`src/tapa_pkg.sv`:
```
// Shared constants for the trie address pool allocator.
`timescale 1ns / 1ps

package tapa_pkg;

  localparam int MAX_HOST_BITS_DEF = 10;

  localparam int CFG_INDEX_W = 2;
  localparam logic [CFG_INDEX_W-1:0] REG_NETWORK = 2'd0;
  localparam logic [CFG_INDEX_W-1:0] REG_PREFIX  = 2'd1;

  localparam logic CMD_ALLOC   = 1'b0;
  localparam logic CMD_RELEASE = 1'b1;

  localparam logic [1:0] STATUS_OK    = 2'd0;
  localparam logic [1:0] STATUS_MOVED = 2'd1;
  localparam logic [1:0] STATUS_FULL  = 2'd2;

  localparam logic [31:0] NETWORK_RESET = 32'd0;
  localparam logic [4:0]  PREFIX_RESET  = 5'd24;
  localparam int          RESERVED_HOSTS = 3;

endpackage

```
`src/tapa_tree_ram.sv`:
```
// Single-bit occupancy memory with one write port and one registered read port.
`timescale 1ns / 1ps

module tapa_tree_ram #(
  parameter int ADDR_W = tapa_pkg::MAX_HOST_BITS_DEF + 1
) (
  input  logic              clk,
  input  logic              we,
  input  logic [ADDR_W-1:0] waddr,
  input  logic              wdata,
  input  logic [ADDR_W-1:0] raddr,
  output logic              rdata
);

  logic mem [0:(1 << ADDR_W)-1];

  always_ff @(posedge clk) begin
    if (we) begin
      mem[waddr] <= wdata;
    end
  end

  always_ff @(posedge clk) begin
    rdata <= mem[raddr];
  end

endmodule

```
`src/trie_address_pool_allocator.sv`:
```
// Top level of the trie address pool allocator: sequencer, registers and tree memory.
`timescale 1ns / 1ps

// A request is taken when start is high and busy is low, and its result appears on status,
// granted_address and free_count with done high for exactly one cycle; the receiver cannot
// stall it. All work goes through one occupancy memory with one read and one write per cycle,
// one tree level per cycle. An allocate walks down the tree to a free leaf and then updates
// the full marks on the way up; a release of an address in use clears the marks from its leaf
// up to the root; an allocate into a full pool or a release of a free address ends as soon as
// the root or leaf is fetched. After reset and after every register write the block clears all
// 2^(MAX_HOST_BITS+1) memory entries and then marks the three reserved hosts; busy stays high
// during that time, while register writes are still taken.

module trie_address_pool_allocator #(
  parameter int MAX_HOST_BITS = tapa_pkg::MAX_HOST_BITS_DEF
) (
  input  logic                             clk,
  input  logic                             rst,
  input  logic                             start,
  output logic                             busy,
  input  logic                             command,
  input  logic [31:0]                      requested_address,
  output logic                             done,
  output logic [1:0]                       status,
  output logic [31:0]                      granted_address,
  output logic [10:0]                      free_count,
  input  logic                             cfg_valid,
  output logic                             cfg_ready,
  input  logic [tapa_pkg::CFG_INDEX_W-1:0] cfg_index,
  input  logic [31:0]                      cfg_data
);

  localparam int AW = MAX_HOST_BITS + 1;
  localparam int HW = $clog2(MAX_HOST_BITS + 1);
  localparam int CW = MAX_HOST_BITS + 1;
  localparam logic [AW-1:0] ROOT = AW'(1);

  typedef enum logic [6:0] {
    S_CLEAR   = 7'b0000001,
    S_RESERVE = 7'b0000010,
    S_IDLE    = 7'b0000100,
    S_FETCH   = 7'b0001000,
    S_WALK    = 7'b0010000,
    S_UP      = 7'b0100000,
    S_RELCLR  = 7'b1000000
  } state_t;

  state_t                   state, state_next;
  logic [AW-1:0]            node, node_next;
  logic                     val, val_next;
  logic [HW-1:0]            lvl, lvl_next;
  logic                     cmd, cmd_next;
  logic [MAX_HOST_BITS-1:0] req, req_next;
  logic [MAX_HOST_BITS-1:0] host, host_next;
  logic [1:0]               rsel, rsel_next;
  logic                     rebuilding, rebuilding_next;
  logic [CW-1:0]            count, count_next;
  logic [AW-1:0]            clr_addr, clr_addr_next;
  logic [31:0]              net_addr, net_addr_next;
  logic [4:0]               prefix, prefix_next;
  logic                     done_next;
  logic [1:0]               status_next;
  logic [31:0]              granted_next;

  logic                     we, wdata, rdata;
  logic [AW-1:0]            waddr, raddr;

  logic [5:0]               hdiff;
  logic [HW-1:0]            hbits;
  logic [MAX_HOST_BITS-1:0] mask, req_in, rsv_host;
  logic [AW-1:0]            leaf_in, leaf_req, leaf_rsv, parent, next_node;
  logic                     rb_cur, rb_nxt, side, pval;
  logic [CW-1:0]            count_inc, count_dec;

  tapa_tree_ram #(
    .ADDR_W(AW)
  ) u_ram (
    .clk  (clk),
    .we   (we),
    .waddr(waddr),
    .wdata(wdata),
    .raddr(raddr),
    .rdata(rdata)
  );

  always_comb begin
    hdiff = 6'd32 - {1'b0, prefix};
    if (hdiff > 6'(MAX_HOST_BITS)) begin
      hbits = HW'(MAX_HOST_BITS);
    end else if (hdiff < 6'd2) begin
      hbits = HW'(2);
    end else begin
      hbits = HW'(hdiff);
    end
  end

  assign mask      = ~({MAX_HOST_BITS{1'b1}} << hbits);
  assign req_in    = requested_address[MAX_HOST_BITS-1:0] & mask;
  assign leaf_in   = (ROOT << hbits) | AW'(req_in);
  assign leaf_req  = (ROOT << hbits) | AW'(req);
  assign leaf_rsv  = (ROOT << hbits) | AW'(rsv_host);
  assign parent    = node >> 1;
  assign rb_cur    = req[HW'(lvl - HW'(1))];
  assign rb_nxt    = req[HW'(lvl - HW'(2))];
  assign side      = rb_cur ^ rdata;
  assign next_node = {node[AW-2:0], side};
  assign pval      = val & rdata;
  assign count_inc = count + CW'(1);
  assign count_dec = (count != '0) ? count - CW'(1) : count;

  always_comb begin
    case (rsel)
      2'd0:    rsv_host = '0;
      2'd1:    rsv_host = mask;
      default: rsv_host = mask - MAX_HOST_BITS'(1);
    endcase
  end

  assign busy       = (state != S_IDLE);
  assign cfg_ready  = 1'b1;
  assign free_count = 11'(count);

  always_comb begin
    state_next      = state;
    node_next       = node;
    val_next        = val;
    lvl_next        = lvl;
    cmd_next        = cmd;
    req_next        = req;
    host_next       = host;
    rsel_next       = rsel;
    rebuilding_next = rebuilding;
    count_next      = count;
    clr_addr_next   = clr_addr;
    net_addr_next   = net_addr;
    prefix_next     = prefix;
    done_next       = 1'b0;
    status_next     = status;
    granted_next    = granted_address;
    we              = 1'b0;
    waddr           = node;
    wdata           = 1'b0;
    raddr           = ROOT;

    unique case (state)
      S_CLEAR: begin
        we            = 1'b1;
        waddr         = clr_addr;
        wdata         = 1'b0;
        clr_addr_next = clr_addr + AW'(1);
        if (clr_addr == {AW{1'b1}}) begin
          rsel_next  = 2'd0;
          state_next = S_RESERVE;
        end
      end
      S_RESERVE: begin
        we         = 1'b1;
        waddr      = leaf_rsv;
        wdata      = 1'b1;
        raddr      = leaf_rsv ^ AW'(1);
        node_next  = leaf_rsv;
        val_next   = 1'b1;
        rsel_next  = rsel + 2'd1;
        state_next = S_UP;
      end
      S_IDLE: begin
        raddr = (command == tapa_pkg::CMD_RELEASE) ? leaf_in : ROOT;
        if (start) begin
          cmd_next   = command;
          req_next   = req_in;
          state_next = S_FETCH;
        end
      end
      S_FETCH: begin
        if (cmd == tapa_pkg::CMD_ALLOC) begin
          if (rdata) begin
            done_next    = 1'b1;
            status_next  = tapa_pkg::STATUS_FULL;
            granted_next = '0;
            state_next   = S_IDLE;
          end else begin
            node_next  = ROOT;
            lvl_next   = hbits;
            raddr      = {ROOT[AW-2:0], req[HW'(hbits - HW'(1))]};
            state_next = S_WALK;
          end
        end else begin
          if (rdata) begin
            node_next  = leaf_req;
            state_next = S_RELCLR;
          end else begin
            done_next    = 1'b1;
            status_next  = tapa_pkg::STATUS_OK;
            granted_next = '0;
            state_next   = S_IDLE;
          end
        end
      end
      S_WALK: begin
        node_next = next_node;
        if (lvl == HW'(1)) begin
          host_next  = next_node[MAX_HOST_BITS-1:0] & mask;
          we         = 1'b1;
          waddr      = next_node;
          wdata      = 1'b1;
          raddr      = next_node ^ AW'(1);
          val_next   = 1'b1;
          state_next = S_UP;
        end else begin
          lvl_next = lvl - HW'(1);
          raddr    = {next_node[AW-2:0], rb_nxt};
        end
      end
      S_UP: begin
        we    = 1'b1;
        waddr = parent;
        wdata = pval;
        if (parent == ROOT) begin
          if (rebuilding) begin
            if (rsel == 2'd3) begin
              rebuilding_next = 1'b0;
              count_next      = CW'({1'b0, mask}) + CW'(1) - CW'(tapa_pkg::RESERVED_HOSTS);
              state_next      = S_IDLE;
            end else begin
              state_next = S_RESERVE;
            end
          end else begin
            count_next   = count_dec;
            done_next    = 1'b1;
            status_next  = (host == req) ? tapa_pkg::STATUS_OK : tapa_pkg::STATUS_MOVED;
            granted_next = (net_addr & ~32'(mask)) | 32'(host);
            state_next   = S_IDLE;
          end
        end else begin
          raddr     = parent ^ AW'(1);
          node_next = parent;
          val_next  = pval;
        end
      end
      S_RELCLR: begin
        we        = 1'b1;
        waddr     = node;
        wdata     = 1'b0;
        node_next = parent;
        if (node == ROOT) begin
          count_next   = count_inc;
          done_next    = 1'b1;
          status_next  = tapa_pkg::STATUS_OK;
          granted_next = '0;
          state_next   = S_IDLE;
        end
      end
      default: begin
        state_next = S_CLEAR;
      end
    endcase

    if (cfg_valid) begin
      unique case (cfg_index)
        tapa_pkg::REG_NETWORK: begin
          net_addr_next   = cfg_data;
          clr_addr_next   = '0;
          rebuilding_next = 1'b1;
          state_next      = S_CLEAR;
        end
        tapa_pkg::REG_PREFIX: begin
          prefix_next     = cfg_data[4:0];
          clr_addr_next   = '0;
          rebuilding_next = 1'b1;
          state_next      = S_CLEAR;
        end
        default: begin
        end
      endcase
    end
  end

  always_ff @(posedge clk) begin
    if (rst) begin
      state      <= S_CLEAR;
      clr_addr   <= '0;
      rebuilding <= 1'b1;
      rsel       <= 2'd0;
      net_addr   <= tapa_pkg::NETWORK_RESET;
      prefix     <= tapa_pkg::PREFIX_RESET;
      count      <= '0;
      done       <= 1'b0;
    end else begin
      state      <= state_next;
      clr_addr   <= clr_addr_next;
      rebuilding <= rebuilding_next;
      rsel       <= rsel_next;
      net_addr   <= net_addr_next;
      prefix     <= prefix_next;
      count      <= count_next;
      done       <= done_next;
    end
  end

  always_ff @(posedge clk) begin
    node            <= node_next;
    val             <= val_next;
    lvl             <= lvl_next;
    cmd             <= cmd_next;
    req             <= req_next;
    host            <= host_next;
    status          <= status_next;
    granted_address <= granted_next;
  end

endmodule
```
`config.mk`:
```
export PLATFORM = sky130hd
export DESIGN_NAME = trie_address_pool_allocator
export DESIGN_NICKNAME = d
export VERILOG_FILES = /design/src/tapa_pkg.sv /design/src/tapa_tree_ram.sv /design/src/trie_address_pool_allocator.sv
export SDC_FILE = /design/constraint.sdc
export NUM_CORES = 2
export LEC_CHECK = 0
export BUFFER_PORTS_ARGS = -buffer_cell sky130_fd_sc_hd__buf_2
export CAP_MARGIN = 0
export CORE_MARGIN = 4
export CORE_UTILIZATION = 40
export DETAILED_ROUTE_END_ITERATION = 16
export HOLD_SLACK_MARGIN = 0.12
export SYNTH_ARGS = -nofsm -noshare
export SYNTH_HDL_FRONTEND = slang
export SYNTH_SLANG_ARGS = --single-unit
```
`constraint.sdc`:
```
create_clock -name clk -period 86.1 [get_ports clk]
set_input_delay 8.61 -clock clk [delete_from_list [all_inputs] [get_ports clk]]
set_output_delay 8.61 -clock clk [all_outputs]
set_load 0.05 [all_outputs]
```
# == Yosys cells after proc, flatten, opt, wreduce, memory -nomap -nowiden ==
# Memory sizes are Yosys's and may differ from the RTL's. A register that Yosys moved wholly into a read port is not among the register bits.
# Index checks and enable logic that the tools add are counted.
# totals
reg_bits,141
mem_bits_rw,2048
n_memories,1
in_bits,71
wordCells,187
out_inout_bits,48
# memory_table
name,depth,width,read_ports,rd_clocked_by_memory_dff,wr,line_no,rtl
u_ram.mem,2048,1,1,1,1,tapa_tree_ram.sv:15,logic mem [0:(1 << ADDR_W)-1];
# classes
n_bitwise,14
order_cmp,5
mux,86
shift,2
eq_ne,31
reduce_logical,21
add_sub_neg,11
# ops
op,count
$mux 32,6
$mux 11,15
$pmux 11 s5,2
$pmux 32 s3,1
$mux 7,10
$pmux 7 s7,1
$pmux 11 s4,1
$or 11x10->11,3
$and 32x32->32,1
$not 10->32,1
$or 32x10->32,1
$add 11x1->11 const B,2
$pmux 11 s2,1
$mux 1,21
$and 10x10->10,2
$mux 4,5
$pmux 10 s2,1
$mux 2,9
$ne 2x2->1 const B,9
$lt 4x5->1 const B,3
$bmux 1 s4,3
$ne 3x3->1 const B,4
$add 10x1->11 const B,1
$eq 11x1->1 const B,1
50 further kinds,66

# == Longest topological paths before layout ==
# depth
word_depth,12
ltp_mapped,34
depth_no_buf,25

# == Modules after synthesis ==
# A second synthesis with hierarchy kept.
# hier_totals
hier_cells,7236
hier_area_um2,97987.7
# by_module_without_submodules
module,n_inst,seq_area_each_um2,cells_per_inst,area_per_inst_um2
tapa_tree_ram,1,61519.0,6243,89345.7
trie_address_pool_allocator,1,3513.4,993,8642.0

# == Worst setup path before layout ==
# No wires, ideal clock.
# synth_path
path_type,register to register
start,register state[6]
end,memory u_ram.mem[0] (data pin)
slack_ns,16.706
n_path_buf,0
setup_time_ns,11.522
path_stages_with_launch,4
arrival_time_ns,57.872
period_less_slack_ns,69.394
required_time_ns,74.578
path_cell_list,dfxtp_1 -> nor4_1 -> nand3b_1 -> o221ai_1
# synth_via
elab_chain_cells,2
elab_cells_between_ends,4
cone_classes,eq/ne (3); mux (1)
# synth_rtl
item,line_no,rtl
start: declaration,trie_address_pool_allocator.sv:48,"state_t state, state_next;"
start signal: assignment,trie_address_pool_allocator.sv:289,state <= state_next;
$eq 7x6->1 (tied with other cells),trie_address_pool_allocator.sv:145,unique case (state)
$pmux 1 s3 (*),trie_address_pool_allocator.sv:145,
named net u_ram.wdata,tapa_tree_ram.sv:10,"input logic wdata,"
end: declaration,tapa_tree_ram.sv:15,
# The timed path passes the listed nets; every way through them passes the cells marked *.

# == Worst setup path in the final report ==
# layout_path
start,input port command
end,register u_ram.rdata (read register of u_ram.mem)
# layout_via
elab_chain_cells,2
# layout_rtl
item,line_no,rtl
start: declaration,trie_address_pool_allocator.sv:21,"input logic command,"
$mux 11,trie_address_pool_allocator.sv:167,raddr = (command == tapa_pkg::CMD_RELEASE) ? leaf_in : ROOT;
$pmux 11 s5,trie_address_pool_allocator.sv:145,
end: declaration,tapa_tree_ram.sv:12,output logic rdata
# No other way between the ends.
# A chain may end at the register's enable or synchronous reset.

==> results.json <==
{
  "status": "finished with violations",
  "violations": "capacitance limit",
  "r2r-start": "prefix[3]",
  "synthCells": 8057,
  "async_flop_share_pct": 0,
  "yosysTopAreaCellShare_pct": 64.9,
  "firstDrtPassIters": 6,
  "core_area_mm2": 0.243,
  "synth-seq-cells": 2189,
  "hold_buffers": 0,
  "worstHoldStart": "net_addr[12]",
  "cts-root-buf": "clkbuf_16",
  "crit_buf_inv": 5,
  "cpMaxStageDelayCell": "a2111oi_0",
  "post-dp-hpwl_um": 160000,
  "hold_path_class": "reg2reg",
  "cts_sinks": 2189,
  "grt_pass1_vias": 62700,
  "path_common_cell": "buf_4",
  "gp_congestion": 0.856,
  "via_per_inst": 5.89,
  "synthSimpleGateAreaFrac_pct": 15.9,
  "crit_start": "command",
  "dr.first_iter.drc_count": 9781,
  "place_area_mm2": 0.101,
  "drc": 0,
  "rows": 181,
  "p_per_area_mw_per_mm2": 19.5,
  "crit_family": "buffers and inverters",
  "synth.area.top_cells": "edfxtp_1 65%, nor2_1 8.4%, mux4_2 5.2%, nand2_1 3.6%, mux2i_1 3.2%",
  "cts_buffer_depth": 3,
  "pin_count": 119,
  "post_cts_buffers": 0,
  "grt_setup_unrepaired": "no",
  "die_w_um": 503,
  "synth_enable_flop_cells": 2119,
  "io_buffers": 95,
  "cts_tree": "built",
  "syn_area_per_cell_um2": 12.2,
  "ys_seq_area_share_pct": 66.4,
  "path_cells": "buf_2 > nor3b_1 > o21ai_1 > or4_1 > nor3_4 > buf_4 > buf_4 > buf_4 > buf_4 > mux4_2 > o22ai_1 > nor4_1 > a21boi_0 > a2111oi_0 > nor4_1 > nor4b_2",
  "p_total_w": 0.00210,
  "fin_area_mm2": 0.108,
  "post-route-period-util_pct": 18.0,
  "crit_type": "in2reg",
  "nets": 7909,
  "setup_viol": 0,
  "ys_types": 91,
  "yosys.area_share.xor_xnor_pct": 0.250,
  "path_max_fanout": 61,
  "slowest_delay_ns": 1.04,
  "initial_core_util_pct": 40.2,
  "areaGrowthSynthToFinish_pct": 9.83,
  "ant_nets": 0,
  "grt.total_usage_pct": 23.5,
  "wl_um": 304000,
  "antenna_found_initial": 9,
  "crit_required_ns": 86.78,
  "vias": 66100,
  "synth_compound_area_share_pct": 4.44,
  "slew_violations": 0,
  "postCtsResizedCells": 0,
  "cp.arrival_ns": 16.14,
  "hold_violations": 0,
  "path_clk_slew_ns": 0.06,
  "yosys.area.top_type": "edfxtp_1",
  "yosys_warnings": 0,
  "synthAdderAreaFrac_pct": 0.294,
  "syn-cell-area_mm2": 0.0980,
  "synth-main-ff-cell": "edfxtp_1",
  "max_clock_freq_mhz": 64.7,
  "skew_ns": 0.0477,
  "synth_top_family_by_area": "simple AND/OR/NAND/NOR gates",
  "wl_per_cell_um": 27.1,
  "clkLatencyLatePin_ns": 0.87,
  "dieArea_mm2": 0.253,
  "setup-tns-final_ns": 0,
  "drv_cap": 1,
  "end_kind": "flop",
  "drive_gt1_share_pct": 10.8,
  "tightestPinTransition_ns": 1.45,
  "htree_num_levels": 4,
  "grt_first_pass_wirelength_um": 436000,
  "leakage_nw": 37.3,
  "fin_crit_ns": 15.46,
  "peakVddDrop_uv": 19.0,
  "overflow": 0,
  "grt_max_degree": 283,
  "max_slew_margin_pct": 2.38,
  "critPathLaunchType": "primary input",
  "fp.dieH_um": 503,
  "cts_buffers": 224,
  "synth_mux_area_share_pct": 8.99
}
-- through the flow --
stage                     worst slack [ns]  instances  hold slack [ns]  util [%]
after floorplan                      16.71       8059            0.432         -
after global placement               69.82      10800            0.437      41.4
after detailed placement             69.89      10800            0.444      41.4
after CTS                            70.77      11200            0.452      44.2
after global routing                 70.44      11200            0.471      44.2
final                                70.64      11200            0.447      44.2
-- worst min-delay path: stages (launching register included) --
cell	delay, ns
dfxtp_1	0.30
nand2_1	0.05
a21oi_1	0.05
-- registers in the layout, indices dropped and copies added, names as in the netlist, 10 cells and up --
register and flops:
net_addr 31, host 10, req 10, node 11, free_count 11, u_ram.mem 2048
granted_address 32, clr_addr 11
-- where the power goes --
group	total (W)	internal, W	leakage (nW)	switching (W)
Clock	0.000927	0.000516	3.36	0.000411
Sequential	0.00115	0.00115	24.6	0.000000816
Combinational	0.0000230	0.00000512	9.26	0.0000179
-- logic make-up after synthesis --
| family | count (synthesis) |
|---|---|
| AO/OA/AOI/OAI | 676 |
| XOR/XNOR | 28 |
| adder cells (fa/ha/maj) | 23 |
| buffers and inverters | 754 |
| flip-flops | 2189 |
| multiplexers | 563 |
| other | 2 |
| AND/OR/NAND/NOR | 3822 |
-- path summary, 6_finish.rpt --
kind              slack [ns]           end  cells after the start
hold reg to reg         0.45  net_addr[12]                      2
setup / recovery       70.64   u_ram.rdata                     16
setup reg to reg       75.74   u_ram.rdata                     24
hold / removal          0.45  net_addr[12]                      2
-- cells in the mapped netlist (8+ instances only) --
| cell type | instances |
|---|---|
| nor2_1 | 2199 |
| edfxtp_1 | 2119 |
| nand2_1 | 933 |
| clkbuf_1 | 500 |
| nand3_1 | 387 |
| mux2i_1 | 309 |
| a21oi_1 | 230 |
| mux4_2 | 226 |
| o22ai_1 | 119 |
| buf_1 | 107 |
| o21ai_0 | 72 |
| dfxtp_1 | 70 |
| and2_1 | 51 |
| and3_1 | 48 |
| nor3_1 | 46 |
| buf_2 | 40 |
| buf_6 | 40 |
| nor4_1 | 37 |
| a211oi_1 | 32 |
| inv_1 | 28 |
| nand4_1 | 24 |
| ha_1 | 23 |
| nand2b_1 | 22 |
| mux4_1 | 21 |
| o211ai_1 | 20 |
| a31oi_1 | 18 |
| buf_12 | 17 |
| nor2b_1 | 16 |
| xor2_1 | 16 |
| a22oi_1 | 15 |
| or3_1 | 15 |
| buf_8 | 13 |
| nor3b_1 | 13 |
| o31ai_1 | 13 |
| o31a_1 | 12 |
| xnor2_1 | 12 |
| a311oi_1 | 11 |
| buf_4 | 9 |
| a21o_1 | 8 |
| a32oi_1 | 8 |
| o32ai_1 | 8 |
-- cell type report --
cell class                 instances  area (um2)
multi-input combinational       5116       29800
sequential                      2189       65000
timing repair buffer             256        1810
clock buffer                     295        6020
inverter                          28         105
antenna                            5        12.5
clock inverter                   116         857
tap                             3202        4010
fill                           22100      136000
-- routing by layer --
layer / global-route usage, % / vias up / wire [um]
met5: 0 / - / 0
met3: 4.64 / 615 / 31000
met2: 37.9 / 3634 / 142000
met4: 8.80 / 0 / 12400
li1: - / 28300 / -
met1: 31.4 / 33500 / 118000
-- cells in the final DEF (no fill, tap or decap), drive strengths merged, types with 11 or more instances in the layout --
| cell type | count |
|---|---|
| nor2 | 2199 |
| edfxtp | 2119 |
| nand2 | 933 |
| nand3 | 387 |
| mux2i | 309 |
| clkbuf | 295 |
| buf | 256 |
| mux4 | 247 |
| a21oi | 230 |
| o22ai | 119 |
| clkinv | 98 |
| o21ai | 79 |
| dfxtp | 70 |
| and2 | 55 |
| nor3 | 49 |
| and3 | 48 |
| nor4 | 38 |
| inv | 35 |
| a211oi | 32 |
| nand4 | 24 |
| ha | 23 |
| nand2b | 22 |
| o211ai | 20 |
| a31oi | 18 |
| xor2 | 16 |
| nor2b | 16 |
| or3 | 15 |
| a22oi | 15 |
| o31ai | 13 |
| nor3b | 13 |
| xnor2 | 12 |
| o31a | 12 |
| a311oi | 11 |
Note: power is estimated with default switching activity, not from simulation.
